File: config.mk
export PLATFORM = sky130hd
export DESIGN_NAME = media_frame_deframer
export DESIGN_NICKNAME = d
export VERILOG_FILES = /design/src/mfd_pkg.sv /design/src/media_frame_deframer.sv
export SDC_FILE = /design/constraint.sdc
export NUM_CORES = 1
export LEC_CHECK = 0
export ABC_AREA = 1
export BUFFER_PORTS_ARGS = -buffer_cell sky130_fd_sc_hd__buf_2
export CAP_MARGIN = 5
export CORE_ASPECT_RATIO = 1.5
export CORE_MARGIN = 3
export CORE_UTILIZATION = 31
export CTS_BUF_LIST = sky130_fd_sc_hd__clkbuf_8 sky130_fd_sc_hd__clkbuf_16
export CTS_CLUSTER_DIAMETER = 150
export DETAILED_ROUTE_END_ITERATION = 10
export SYNTH_ARGS = -nofsm -noshare
export SYNTH_HDL_FRONTEND = slang
export SYNTH_SLANG_ARGS = --single-unit
File: constraint.sdc
create_clock -name clock -period 11.18 [get_ports clock]
set_input_delay 2.236 -clock clock [delete_from_list [all_inputs] [get_ports clock]]
set_output_delay 2.236 -clock clock [all_outputs]
set_load 0.02 [all_outputs]
File: src/mfd_pkg.sv
// Shared types and constants for the media frame deframer.
`timescale 1ns / 1ps

package mfd_pkg;

   // parser phases
   localparam logic [1:0] PH_HEADER  = 2'd0;
   localparam logic [1:0] PH_PAYLOAD = 2'd1;
   localparam logic [1:0] PH_STATS   = 2'd2;
   localparam logic [1:0] PH_HALTED  = 2'd3;

   // result kinds
   localparam logic [2:0] KIND_PAYLOAD   = 3'd0;
   localparam logic [2:0] KIND_STOP      = 3'd1;
   localparam logic [2:0] KIND_MAGIC     = 3'd2;
   localparam logic [2:0] KIND_TOO_LARGE = 3'd3;
   localparam logic [2:0] KIND_PING      = 3'd4;

   localparam logic [7:0] MAGIC_FIRST  = 8'h51;
   localparam logic [7:0] MAGIC_SECOND = 8'h43;
   localparam logic [7:0] STOP_FLAGS   = 8'h82;

   // bit positions inside the flags byte
   localparam int KEY_BIT    = 0;
   localparam int CONFIG_BIT = 1;
   localparam int HEVC_BIT   = 2;
   localparam int AUDIO_BIT  = 3;
   localparam int PING_BIT   = 6;

   // header byte offsets
   localparam int POS_MAGIC0     = 0;
   localparam int POS_MAGIC1     = 1;
   localparam int POS_FLAGS      = 3;
   localparam int POS_STAMP_LO   = 8;
   localparam int POS_STAMP_HI   = 15;
   localparam int POS_SIZE_LO    = 16;
   localparam int POS_SIZE_HI    = 19;
   localparam int HEADER_BYTES   = 20;
   localparam int STATS_BYTES    = 8;

   localparam int LIMIT_WIDTH    = 26;
   localparam logic [LIMIT_WIDTH-1:0] LIMIT_RESET = 26'd33554432;

   // result fields that do not depend on the length width
   typedef struct packed {
      logic [2:0]         kind;
      logic [7:0]         data_out;
      logic               is_audio;
      logic               keyframe;
      logic               codec_config;
      logic               hevc_coded;
      logic signed [63:0] timestamp_ms;
      logic               last_byte;
   } rsp_type;

endpackage

File: src/media_frame_deframer.sv
// Media frame deframer: byte-serial header parser and payload emitter.
//
// Usage:
//   req_* channel: one stream byte per transaction (req_data_byte) with
//   req_connection_start marking the first byte of a new connection, which
//   clears the parser before that byte is taken as header byte 0.
//   rsp_* channel: at most one result per input byte; payload bytes carry
//   the frame flags, timestamp and length, and last_byte on the final one.
//   Status results (stop, bad magic, too large, ping stats) carry only kind.
//   csr_* channel: writes max_payload_bytes; always ready. Write it only
//   while the block is idle.
// Timing: one byte accepted per cycle while req_stall is low; each result is
//   registered in the output register or skid entry. The whole per-byte update
//   is one level of logic from the parser state registers to the result register.
// Reset: clears the parser to header phase and the size limit to 2^25.
// Stall: an output register plus one skid entry; req_stall rises only when
//   the skid entry is full.
`timescale 1ns / 1ps

module media_frame_deframer #(
   parameter int LENGTH_WIDTH = 26
) (
   input  logic                    clock,
   input  logic                    reset,

   input  logic                    req_valid,
   output logic                    req_stall,
   input  logic [7:0]              req_data_byte,
   input  logic                    req_connection_start,

   output logic                    rsp_valid,
   input  logic                    rsp_stall,
   output logic [2:0]              rsp_kind,
   output logic [7:0]              rsp_data_out,
   output logic                    rsp_is_audio,
   output logic                    rsp_keyframe,
   output logic                    rsp_codec_config,
   output logic                    rsp_hevc_coded,
   output logic signed [63:0]      rsp_timestamp_ms,
   output logic [LENGTH_WIDTH-1:0] rsp_frame_length,
   output logic                    rsp_last_byte,

   input  logic                    csr_valid,
   output logic                    csr_ready,
   input  logic [mfd_pkg::LIMIT_WIDTH-1:0] csr_max_payload_bytes
);

   localparam int LW = LENGTH_WIDTH;
   localparam logic [32:0] SIZE_CAP = 33'd1 << (LW - 1);

   // configuration
   logic [mfd_pkg::LIMIT_WIDTH-1:0] limit_ff;

   // parser state
   logic [1:0]    phase_ff, phase_in;
   logic [LW-1:0] pos_ff, pos_in;
   logic          magic_ok_ff, magic_ok_in;
   logic [7:0]    flag_ff, flag_in;
   logic [63:0]   stamp_ff, stamp_in;
   logic [31:0]   size_ff, size_in;
   logic [LW-1:0] len_ff, len_in;

   // output register and skid entry
   logic                 out_valid_ff;
   mfd_pkg::rsp_type     out_ff;
   logic [LW-1:0]        out_len_ff;
   logic                 skid_valid_ff;
   mfd_pkg::rsp_type     skid_ff;
   logic [LW-1:0]        skid_len_ff;

   logic                 req_accept;
   logic                 res_valid;
   mfd_pkg::rsp_type     res;
   logic [LW-1:0]        res_len;

   logic [1:0]    cur_phase;
   logic [LW-1:0] cur_pos;
   logic          cur_magic_ok;
   logic [LW-1:0] pos_inc;
   logic [31:0]   size_shift;
   logic [32:0]   limit_eff;
   logic          magic_ok_hdr;

   assign csr_ready  = 1'b1;
   assign req_stall  = skid_valid_ff;
   assign req_accept = req_valid && !req_stall;

   always_ff @(posedge clock) begin
      if (reset) begin
         limit_ff <= mfd_pkg::LIMIT_RESET;
      end else if (csr_valid && csr_ready) begin
         limit_ff <= csr_max_payload_bytes;
      end
   end

   // limit above SIZE_CAP, 2^(LW-1), acts as the cap
   assign limit_eff = ({7'd0, limit_ff} > SIZE_CAP) ? SIZE_CAP : {7'd0, limit_ff};

   always_comb begin
      // connection start clears the parser ahead of this byte
      cur_phase    = req_connection_start ? mfd_pkg::PH_HEADER : phase_ff;
      cur_pos      = req_connection_start ? '0 : pos_ff;
      cur_magic_ok = req_connection_start ? 1'b1 : magic_ok_ff;
      pos_inc      = cur_pos + LW'(1);
      size_shift   = {size_ff[23:0], req_data_byte};

      phase_in    = cur_phase;
      pos_in      = cur_pos;
      magic_ok_in = cur_magic_ok;
      flag_in     = flag_ff;
      stamp_in    = stamp_ff;
      size_in     = size_ff;
      len_in      = len_ff;
      magic_ok_hdr = cur_magic_ok;

      res_valid = 1'b0;
      res       = '0;
      res_len   = '0;

      unique case (cur_phase)
         mfd_pkg::PH_HEADER: begin
            if ((cur_pos == LW'(mfd_pkg::POS_MAGIC0) &&
                 req_data_byte != mfd_pkg::MAGIC_FIRST) ||
                (cur_pos == LW'(mfd_pkg::POS_MAGIC1) &&
                 req_data_byte != mfd_pkg::MAGIC_SECOND)) begin
               magic_ok_hdr = 1'b0;
            end
            magic_ok_in = magic_ok_hdr;
            if (cur_pos == LW'(mfd_pkg::POS_FLAGS)) begin
               flag_in = req_data_byte;
            end
            if (cur_pos >= LW'(mfd_pkg::POS_STAMP_LO) &&
                cur_pos <= LW'(mfd_pkg::POS_STAMP_HI)) begin
               stamp_in = {stamp_ff[55:0], req_data_byte};
            end
            if (cur_pos >= LW'(mfd_pkg::POS_SIZE_LO) &&
                cur_pos <= LW'(mfd_pkg::POS_SIZE_HI)) begin
               size_in = size_shift;
            end
            pos_in = pos_inc;
            if (cur_pos == LW'(mfd_pkg::POS_SIZE_HI)) begin
               // header complete: checks in priority order
               pos_in = '0;
               len_in = size_shift[LW-1:0];
               if (!magic_ok_hdr) begin
                  phase_in  = mfd_pkg::PH_HALTED;
                  res_valid = 1'b1;
                  res.kind  = mfd_pkg::KIND_MAGIC;
               end else if (flag_ff == mfd_pkg::STOP_FLAGS) begin
                  phase_in  = mfd_pkg::PH_HALTED;
                  res_valid = 1'b1;
                  res.kind  = mfd_pkg::KIND_STOP;
               end else if ({1'b0, size_shift} > limit_eff) begin
                  phase_in  = mfd_pkg::PH_HALTED;
                  res_valid = 1'b1;
                  res.kind  = mfd_pkg::KIND_TOO_LARGE;
               end else if (flag_ff[mfd_pkg::PING_BIT]) begin
                  phase_in = mfd_pkg::PH_STATS;
               end else if (size_shift == 32'd0) begin
                  magic_ok_in = 1'b1;
               end else begin
                  phase_in = mfd_pkg::PH_PAYLOAD;
               end
            end
         end
         mfd_pkg::PH_PAYLOAD: begin
            res_valid        = 1'b1;
            res.kind         = mfd_pkg::KIND_PAYLOAD;
            res.data_out     = req_data_byte;
            res.is_audio     = flag_ff[mfd_pkg::AUDIO_BIT];
            res.keyframe     = flag_ff[mfd_pkg::KEY_BIT];
            res.codec_config = flag_ff[mfd_pkg::CONFIG_BIT];
            res.hevc_coded   = flag_ff[mfd_pkg::HEVC_BIT];
            res.timestamp_ms = stamp_ff;
            res_len          = len_ff;
            pos_in           = pos_inc;
            if (pos_inc == len_ff) begin
               res.last_byte = 1'b1;
               phase_in      = mfd_pkg::PH_HEADER;
               pos_in        = '0;
               magic_ok_in   = 1'b1;
            end
         end
         mfd_pkg::PH_STATS: begin
            pos_in = pos_inc;
            if (pos_inc == LW'(mfd_pkg::STATS_BYTES)) begin
               res_valid   = 1'b1;
               res.kind    = mfd_pkg::KIND_PING;
               phase_in    = mfd_pkg::PH_HEADER;
               pos_in      = '0;
               magic_ok_in = 1'b1;
            end
         end
         mfd_pkg::PH_HALTED: begin
            pos_in = cur_pos;
         end
         default: begin
            phase_in = mfd_pkg::PH_HALTED;
         end
      endcase
   end

   always_ff @(posedge clock) begin
      if (reset) begin
         phase_ff    <= mfd_pkg::PH_HEADER;
         pos_ff      <= '0;
         magic_ok_ff <= 1'b1;
      end else if (req_accept) begin
         phase_ff    <= phase_in;
         pos_ff      <= pos_in;
         magic_ok_ff <= magic_ok_in;
      end
   end

   always_ff @(posedge clock) begin
      if (req_accept) begin
         flag_ff  <= flag_in;
         stamp_ff <= stamp_in;
         size_ff  <= size_in;
         len_ff   <= len_in;
      end
   end

   // output register with one skid entry behind it
   always_ff @(posedge clock) begin
      if (reset) begin
         out_valid_ff  <= 1'b0;
         skid_valid_ff <= 1'b0;
      end else begin
         if (skid_valid_ff) begin
            if (!rsp_stall) begin
               out_valid_ff  <= 1'b1;
               skid_valid_ff <= 1'b0;
            end
         end else if (out_valid_ff && rsp_stall) begin
            skid_valid_ff <= req_accept && res_valid;
         end else begin
            out_valid_ff <= req_accept && res_valid;
         end
      end
   end

   always_ff @(posedge clock) begin
      if (skid_valid_ff) begin
         if (!rsp_stall) begin
            out_ff     <= skid_ff;
            out_len_ff <= skid_len_ff;
         end
      end else if (out_valid_ff && rsp_stall) begin
         skid_ff     <= res;
         skid_len_ff <= res_len;
      end else begin
         out_ff     <= res;
         out_len_ff <= res_len;
      end
   end

   assign rsp_valid        = out_valid_ff;
   assign rsp_kind         = out_ff.kind;
   assign rsp_data_out     = out_ff.data_out;
   assign rsp_is_audio     = out_ff.is_audio;
   assign rsp_keyframe     = out_ff.keyframe;
   assign rsp_codec_config = out_ff.codec_config;
   assign rsp_hevc_coded   = out_ff.hevc_coded;
   assign rsp_timestamp_ms = out_ff.timestamp_ms;
   assign rsp_frame_length = out_len_ff;
   assign rsp_last_byte    = out_ff.last_byte;

   // skid entry only fills behind a valid output
   a_skid_behind_out: assert property (@(posedge clock) disable iff (reset)
      skid_valid_ff |-> out_valid_ff)
      else $error("skid entry valid without output valid");

   // a waiting skid entry holds while the receiver stalls
   a_skid_hold: assert property (@(posedge clock) disable iff (reset)
      skid_valid_ff && rsp_stall |=> skid_valid_ff && $stable(skid_ff))
      else $error("skid entry lost or changed under stall");

   // last_byte only on payload results
   a_last_is_payload: assert property (@(posedge clock) disable iff (reset)
      out_valid_ff && out_ff.last_byte |-> out_ff.kind == mfd_pkg::KIND_PAYLOAD)
      else $error("last_byte on a status result");

   // halted stays halted until a new connection
   a_halt_sticky: assert property (@(posedge clock) disable iff (reset)
      phase_ff == mfd_pkg::PH_HALTED && !(req_accept && req_connection_start)
      |=> phase_ff == mfd_pkg::PH_HALTED)
      else $error("left halted phase without connection start");

   // a result is produced in halted phase never
   a_halt_silent: assert property (@(posedge clock) disable iff (reset)
      req_accept && phase_ff == mfd_pkg::PH_HALTED && !req_connection_start
      |-> !res_valid)
      else $error("result produced while halted");

endmodule
# Word-level counts from Yosys, hierarchy flattened
# Index checks and enable logic that the tools add are counted.
# classes
add_sub_neg	1
n_lt_le_gt_ge	6
eq_ne	13
muxes	51
n_bitwise	1
n_reduce_logical	18
# op_table
operator	count
80-bit two-way mux	3
26-bit two-way mux	9
26-bit one-hot mux with 4 select lines	1
77-bit two-way mux	1
32-bit by 26-bit > comparator with 1-bit output	1
32-bit logical NOT	1
26-bit by 1-bit adder with 26-bit output (second input constant)	1
26-bit by 1-bit == test with 1-bit output (second input constant)	1
26-bit by 2-bit == test with 1-bit output (second input constant)	1
26-bit == test	1
26-bit by 4-bit == test with 1-bit output (second input constant)	1
26-bit by 5-bit == test with 1-bit output (second input constant)	1
26-bit by 4-bit >= comparator with 1-bit output (second input constant)	1
26-bit by 5-bit >= comparator with 1-bit output (second input constant)	1
26-bit > comparator (second input constant)	1
26-bit by 4-bit <= comparator with 1-bit output (second input constant)	1
26-bit by 5-bit <= comparator with 1-bit output (second input constant)	1
26-bit logical NOT	1
2-bit two-way mux	13
1-bit two-way mux	19
8-bit by 7-bit inequality test with 1-bit output (second input constant)	2
3-bit AND reduction	4
8-bit == test (second input constant)	1
1-bit logical AND	7
other kinds (12)	16
# word_totals
register_bits	391
inputBits	40
out_inout_bits	109
word_cells	118

# Logic depth before layout (Yosys ltp)
# depth
depth_word	12
ltp_mapped	25
depth_no_buf	23

# Worst setup path after synthesis
# OpenSTA, ideal clock, no wires.
# synth_path
kind	flip-flop to flip-flop
start	register skid_valid_ff (netlist: req_stall)
end	register skid_valid_ff (netlist: req_stall)
setup_time_ns	0.129
arrival_time_ns	8.878
t_required_ns	11.051
path_slack_ns	2.173
stages_incl_launch_ff	5
path_buffers	1
synth_period_minus_slack_ns	9.007
cell_sequence	dfxtp_1 > clkbuf_1 > o21ai_0 > or2_2 > a21oi_1
# synth_via
elab_chain_cells	5
# synth_rtl
element	line_no	source
from (decl)	media_frame_deframer.sv:67	logic skid_valid_ff;
from (signal assigned)	media_frame_deframer.sv:236	skid_valid_ff <= req_accept && res_valid;
1-bit logical NOT	media_frame_deframer.sv:86	assign req_accept = req_valid && !req_stall;
1-bit logical AND	media_frame_deframer.sv:86	
1-bit logical AND	media_frame_deframer.sv:236	
1-bit two-way mux	media_frame_deframer.sv:235	end else if (out_valid_ff && rsp_stall) begin
1-bit two-way mux (*)	media_frame_deframer.sv:230	if (skid_valid_ff) begin
# Mark *: on every way between the ends. The rest lies on a longest branch, timed or not.
# A chain may end at the register's enable or synchronous reset.

# Worst setup path after layout
# layout_path
start	input req_connection_start
end	register pos_ff[6]
# layout_via
elab_chain_cells	5
elab_cells_between_ends	14
classes_between	1 x add/sub; 6 x eq/ne; 6 x mux; 1 x reduce/logical
# layout_rtl
element	line_no	source
from (decl)	media_frame_deframer.sv:29	input logic req_connection_start,
26-bit two-way mux	media_frame_deframer.sv:102	cur_pos = req_connection_start ? '0 : pos_ff;
26-bit by 1-bit adder with 26-bit output	media_frame_deframer.sv:104	pos_inc = cur_pos + LW'(1);
26-bit by 4-bit == test with 1-bit output or 26-bit == test (tied branches)	media_frame_deframer.sv:186, media_frame_deframer.sv:177	
26-bit two-way mux, on equally long branches	media_frame_deframer.sv:186, media_frame_deframer.sv:177	
26-bit one-hot mux with 4 select lines (*)	media_frame_deframer.sv:120	unique case (cur_phase)
to (signal assigned)	media_frame_deframer.sv:210	pos_ff <= pos_in;
to (decl)	media_frame_deframer.sv:56	logic [LW-1:0] pos_ff, pos_in;
# Marked as above.

==> reports/results.ini <==
[outcome]
outcome=completed

[clock_tree]
cts_tree=built
cts_buffers=40
htreeDepth=2
clock_path_buffers=3
clk_latency_ns=0.56
clkSlewWorstSetupHoldPaths_ns=0.06
cts_resized=0
cts_setup_buffers=0
cts_sinks=391
hold_buffers=0
root_buffer=clkbuf_16

[power_and_ir_drop]
pwr-share-clk_pct=44.0
combinationalPowerShare_pct=5.8
power.switching_uw=731
leakage_uw=0.00925
internal_power_uw=2510
seq_power_share_pct=50.2
ir_drop_uv=102
swShare_pct=22.6
powerDensity_mw_per_mm2=152

[critical_path]
critPathKind=in2reg
timing.rr.end=rsp_valid$_SDFFE_PP0P_
critPathBufInv=3
critPathTopFamily=simple AND/OR/NAND/NOR gates
cp.arrival_ns=6.32
crit_required_ns=11.62
critPathMaxFanout=39
cpMostUsedCell=nand2_1
r2r_start=limit_ff[18]$_SDFFE_PP0P_
rr_worst_depth=19
crit_chain=buf_2, inv_2, nand2_1, inv_1, ha_1, nand3_1, nor2_2, nand3_1, o21ai_2, nand2_2, nand2_1, nand2_1, nor2_1, nand2_1, nor2_2, nand3_4, nand3_1, nand2_1, nand2_1, a21oi_1
endpoint_kind=flop
rrSetupSlack_ns=7.29
worst_setup_path_start_kind=input port
critical-path-slowest-cell=inv_2
cpPeakStageDelay_ns=0.59

[sta]
min_period_ns=5.87
fmax_mhz=170
finalCritPeriodShare_pct=52.5
setup_tns_ns=0
tightest_slew_ns=1.29
rsz0062_at_grt=false
hold_slack_ns=0.442
skew_ns=0.0198
hold_violations=0
max-slew-margin-rel_pct=13.5
drv_slew=0
final-setup-viol-count=0

[logic_synthesis]
synth_fp_nets=2036
ys_ff_latch=391
synth_edf_count=334
yosys_warnings=0
synth-seq-area-share_pct=60.9
synth_area_sq_mm=0.0183
ys_types=49
synth_area_per_cell_sq_um=9.35
ys.flop_type=edfxtp_1
syn_inst=1962
synthArstFlopShare_pct=0

[cells_and_area]
syn2layout_area_growth_pct=15.9
nNetsFinal=2166
mostFrequentLayoutCells=nand2_1 (519), edfxtp_1 (334), inv_1 (269)
layout_commonest_cell=nand2_1
antenna_cells=0
drive_gt1_share_pct=12.9

[global_route]
grt_max_degree=79
grt_usage_pct=17.4
grt_pass1_vias=13500
grt-ovfl-total=0
grt_pass1_wl_um=82000
antenna_found_initial=2

[route]
first_pass_iters=5
drt_iter0_markers=842
drtAntennaViolNets=0
avgRoutedWirePerCell_um=19.0
viasPerCell=4.80
vias=13900
drc_errors=0
routed_wl_um=55100

[min_path]
hp-start=stamp_ff[26]$_DFFE_PP_
min_path_type=reg2reg
holdPathStages=0
worstHoldEndpoint=stamp_ff[34]$_DFFE_PP_

[floorplanning]
start_util_pct=31.5
row_count=108
boundaryPins=149
core_area_sq_mm=0.0582
die_y_um=304
dieArea_sq_mm=0.0622
die_x_um=205

[job]
cap_violations=0

[place]
io_buffers=147
place_congestion=0.992
dp_hpwl_um=40100

-- synth_stat cells (all sizes together) (3+ instances only) --
cell type	number	share of area [%]
ha	34	2.3
nor3	13	0.38
buf	16	0.69
clkbuf	58	1.2
nand3	124	3.7
a21oi	53	1.4
nor4	16	0.55
xor2	6	0.33
nand4	24	0.82
edfxtp	334	55
nor2	188	4.1
inv	268	5.5
nand2	529	11
o22ai	21	0.72
a22oi	3	0.12
dfxtp	57	6.2
o21ai	189	5.2
or2	3	0.10
nand3b	7	0.29
-- worst reg2reg max path: stages, from the launching register on --
cell and delay (ns):
dfxtp_1 0.32, nor4_1 0.30, nand2_1 0.09, nor4_1 0.36, a31oi_1 0.20, inv_1 0.49, nand2_1 0.12, ha_1 0.33
nand2_1 0.08, nor2_1 0.20, nand4_1 0.21, nand3b_1 0.38, nand2_1 0.18, nand3_1 0.10, nand2_1 0.09, nand3_1 0.08
nand2_1 0.10, nand2_1 0.06, nand2_1 0.06, a21oi_1 0.06
-- cell type report --
type                            count  area (sq um)
Inverter                          270          1010
Clock buffer                       43          1060
Clock inverter                     28           333
Multi-Input combinational cell   1227          5860
Sequential cell                   391         11200
Tap cell                          770           963
Timing Repair Buffer              162           848
Fill cell                        5864         37000
-- power groups by stage --
stage                     Combinational (uW)  Clock (uW)  Sequential (uW)
after floorplan                          105           0             1660
after global placement                   186           0             1660
after detailed placement                 190           0             1660
after CTS                                191        1470             1630
after global routing                     211        1520             1630
final                                    189        1430             1630
-- worst max-delay path by stage --
stage	depth (start not counted)	slack, ns	endpoint	from
finish	20	5.31	pos_ff[6]$_SDFFE_PP0P_	req_connection_start
global route	20	5.05	pos_ff[6]$_SDFFE_PP0P_	req_connection_start
CTS	21	5.41	rsp_valid$_SDFFE_PP0P_	req_connection_start
detailed placement	21	4.82	rsp_valid$_SDFFE_PP0P_	req_connection_start
global placement	20	4.97	pos_ff[21]$_SDFFE_PP0P_	req_connection_start
floorplan	4	2.17	req_stall$_SDFF_PP0_	req_stall$_SDFF_PP0_
-- metal layers --
layer,GRT usage (%),up-vias,part of all wire [%]
met2,31.8,443,52
met3,2.86,103,5.2
met5,0,-,0
met1,19.6,6543,38
met4,7.96,0,4.8
li1,-,6784,-
-- stage by stage --
step | setup WS [ns] | std cells | power (uW) | area [sq um] | utilization [%]
floorplan | 2.17 | 1962 | 1770 | 18300 | -
CTS | 5.41 | 2891 | 3280 | 21300 | 36.5
detailed placement | 4.82 | 2820 | 1850 | 19900 | 34.1
global placement | 4.97 | 2820 | 1840 | 19900 | 34.1
global route | 5.05 | 2891 | 3360 | 21300 | 36.5
finish | 5.31 | 2891 | 3240 | 21300 | 36.5
-- registers in the layout, summed over array words and instances (netlist names), 8 cells and up --
name	count
rsp_frame_length	26
rsp_timestamp_ms	64
size_ff	24
flag_ff	8
stamp_ff	64
rsp_data_out	8
skid_ff	80
limit_ff	26
len_ff	26
pos_ff	26
skid_len_ff	26
-- cells by family (layout without fill, tap and decap cells) --
| group | after synthesis | count (layout) | share of synthesized area (%) |
|---|---|---|---|
| and+or+nand+nor | 910 | 910 | 21.1 |
| adders and majority gates | 34 | 34 | 2.32 |
| DFF | 391 | 391 | 60.9 |
| AOI/OAI and AO/OA | 276 | 276 | 7.95 |
| xor gates and xnor gates | 6 | 6 | 0.327 |
| buffers and inverters | 344 | 503 | 7.40 |
| other | 1 | 1 | 0.0204 |
Power figures use the tool's default switching activity.
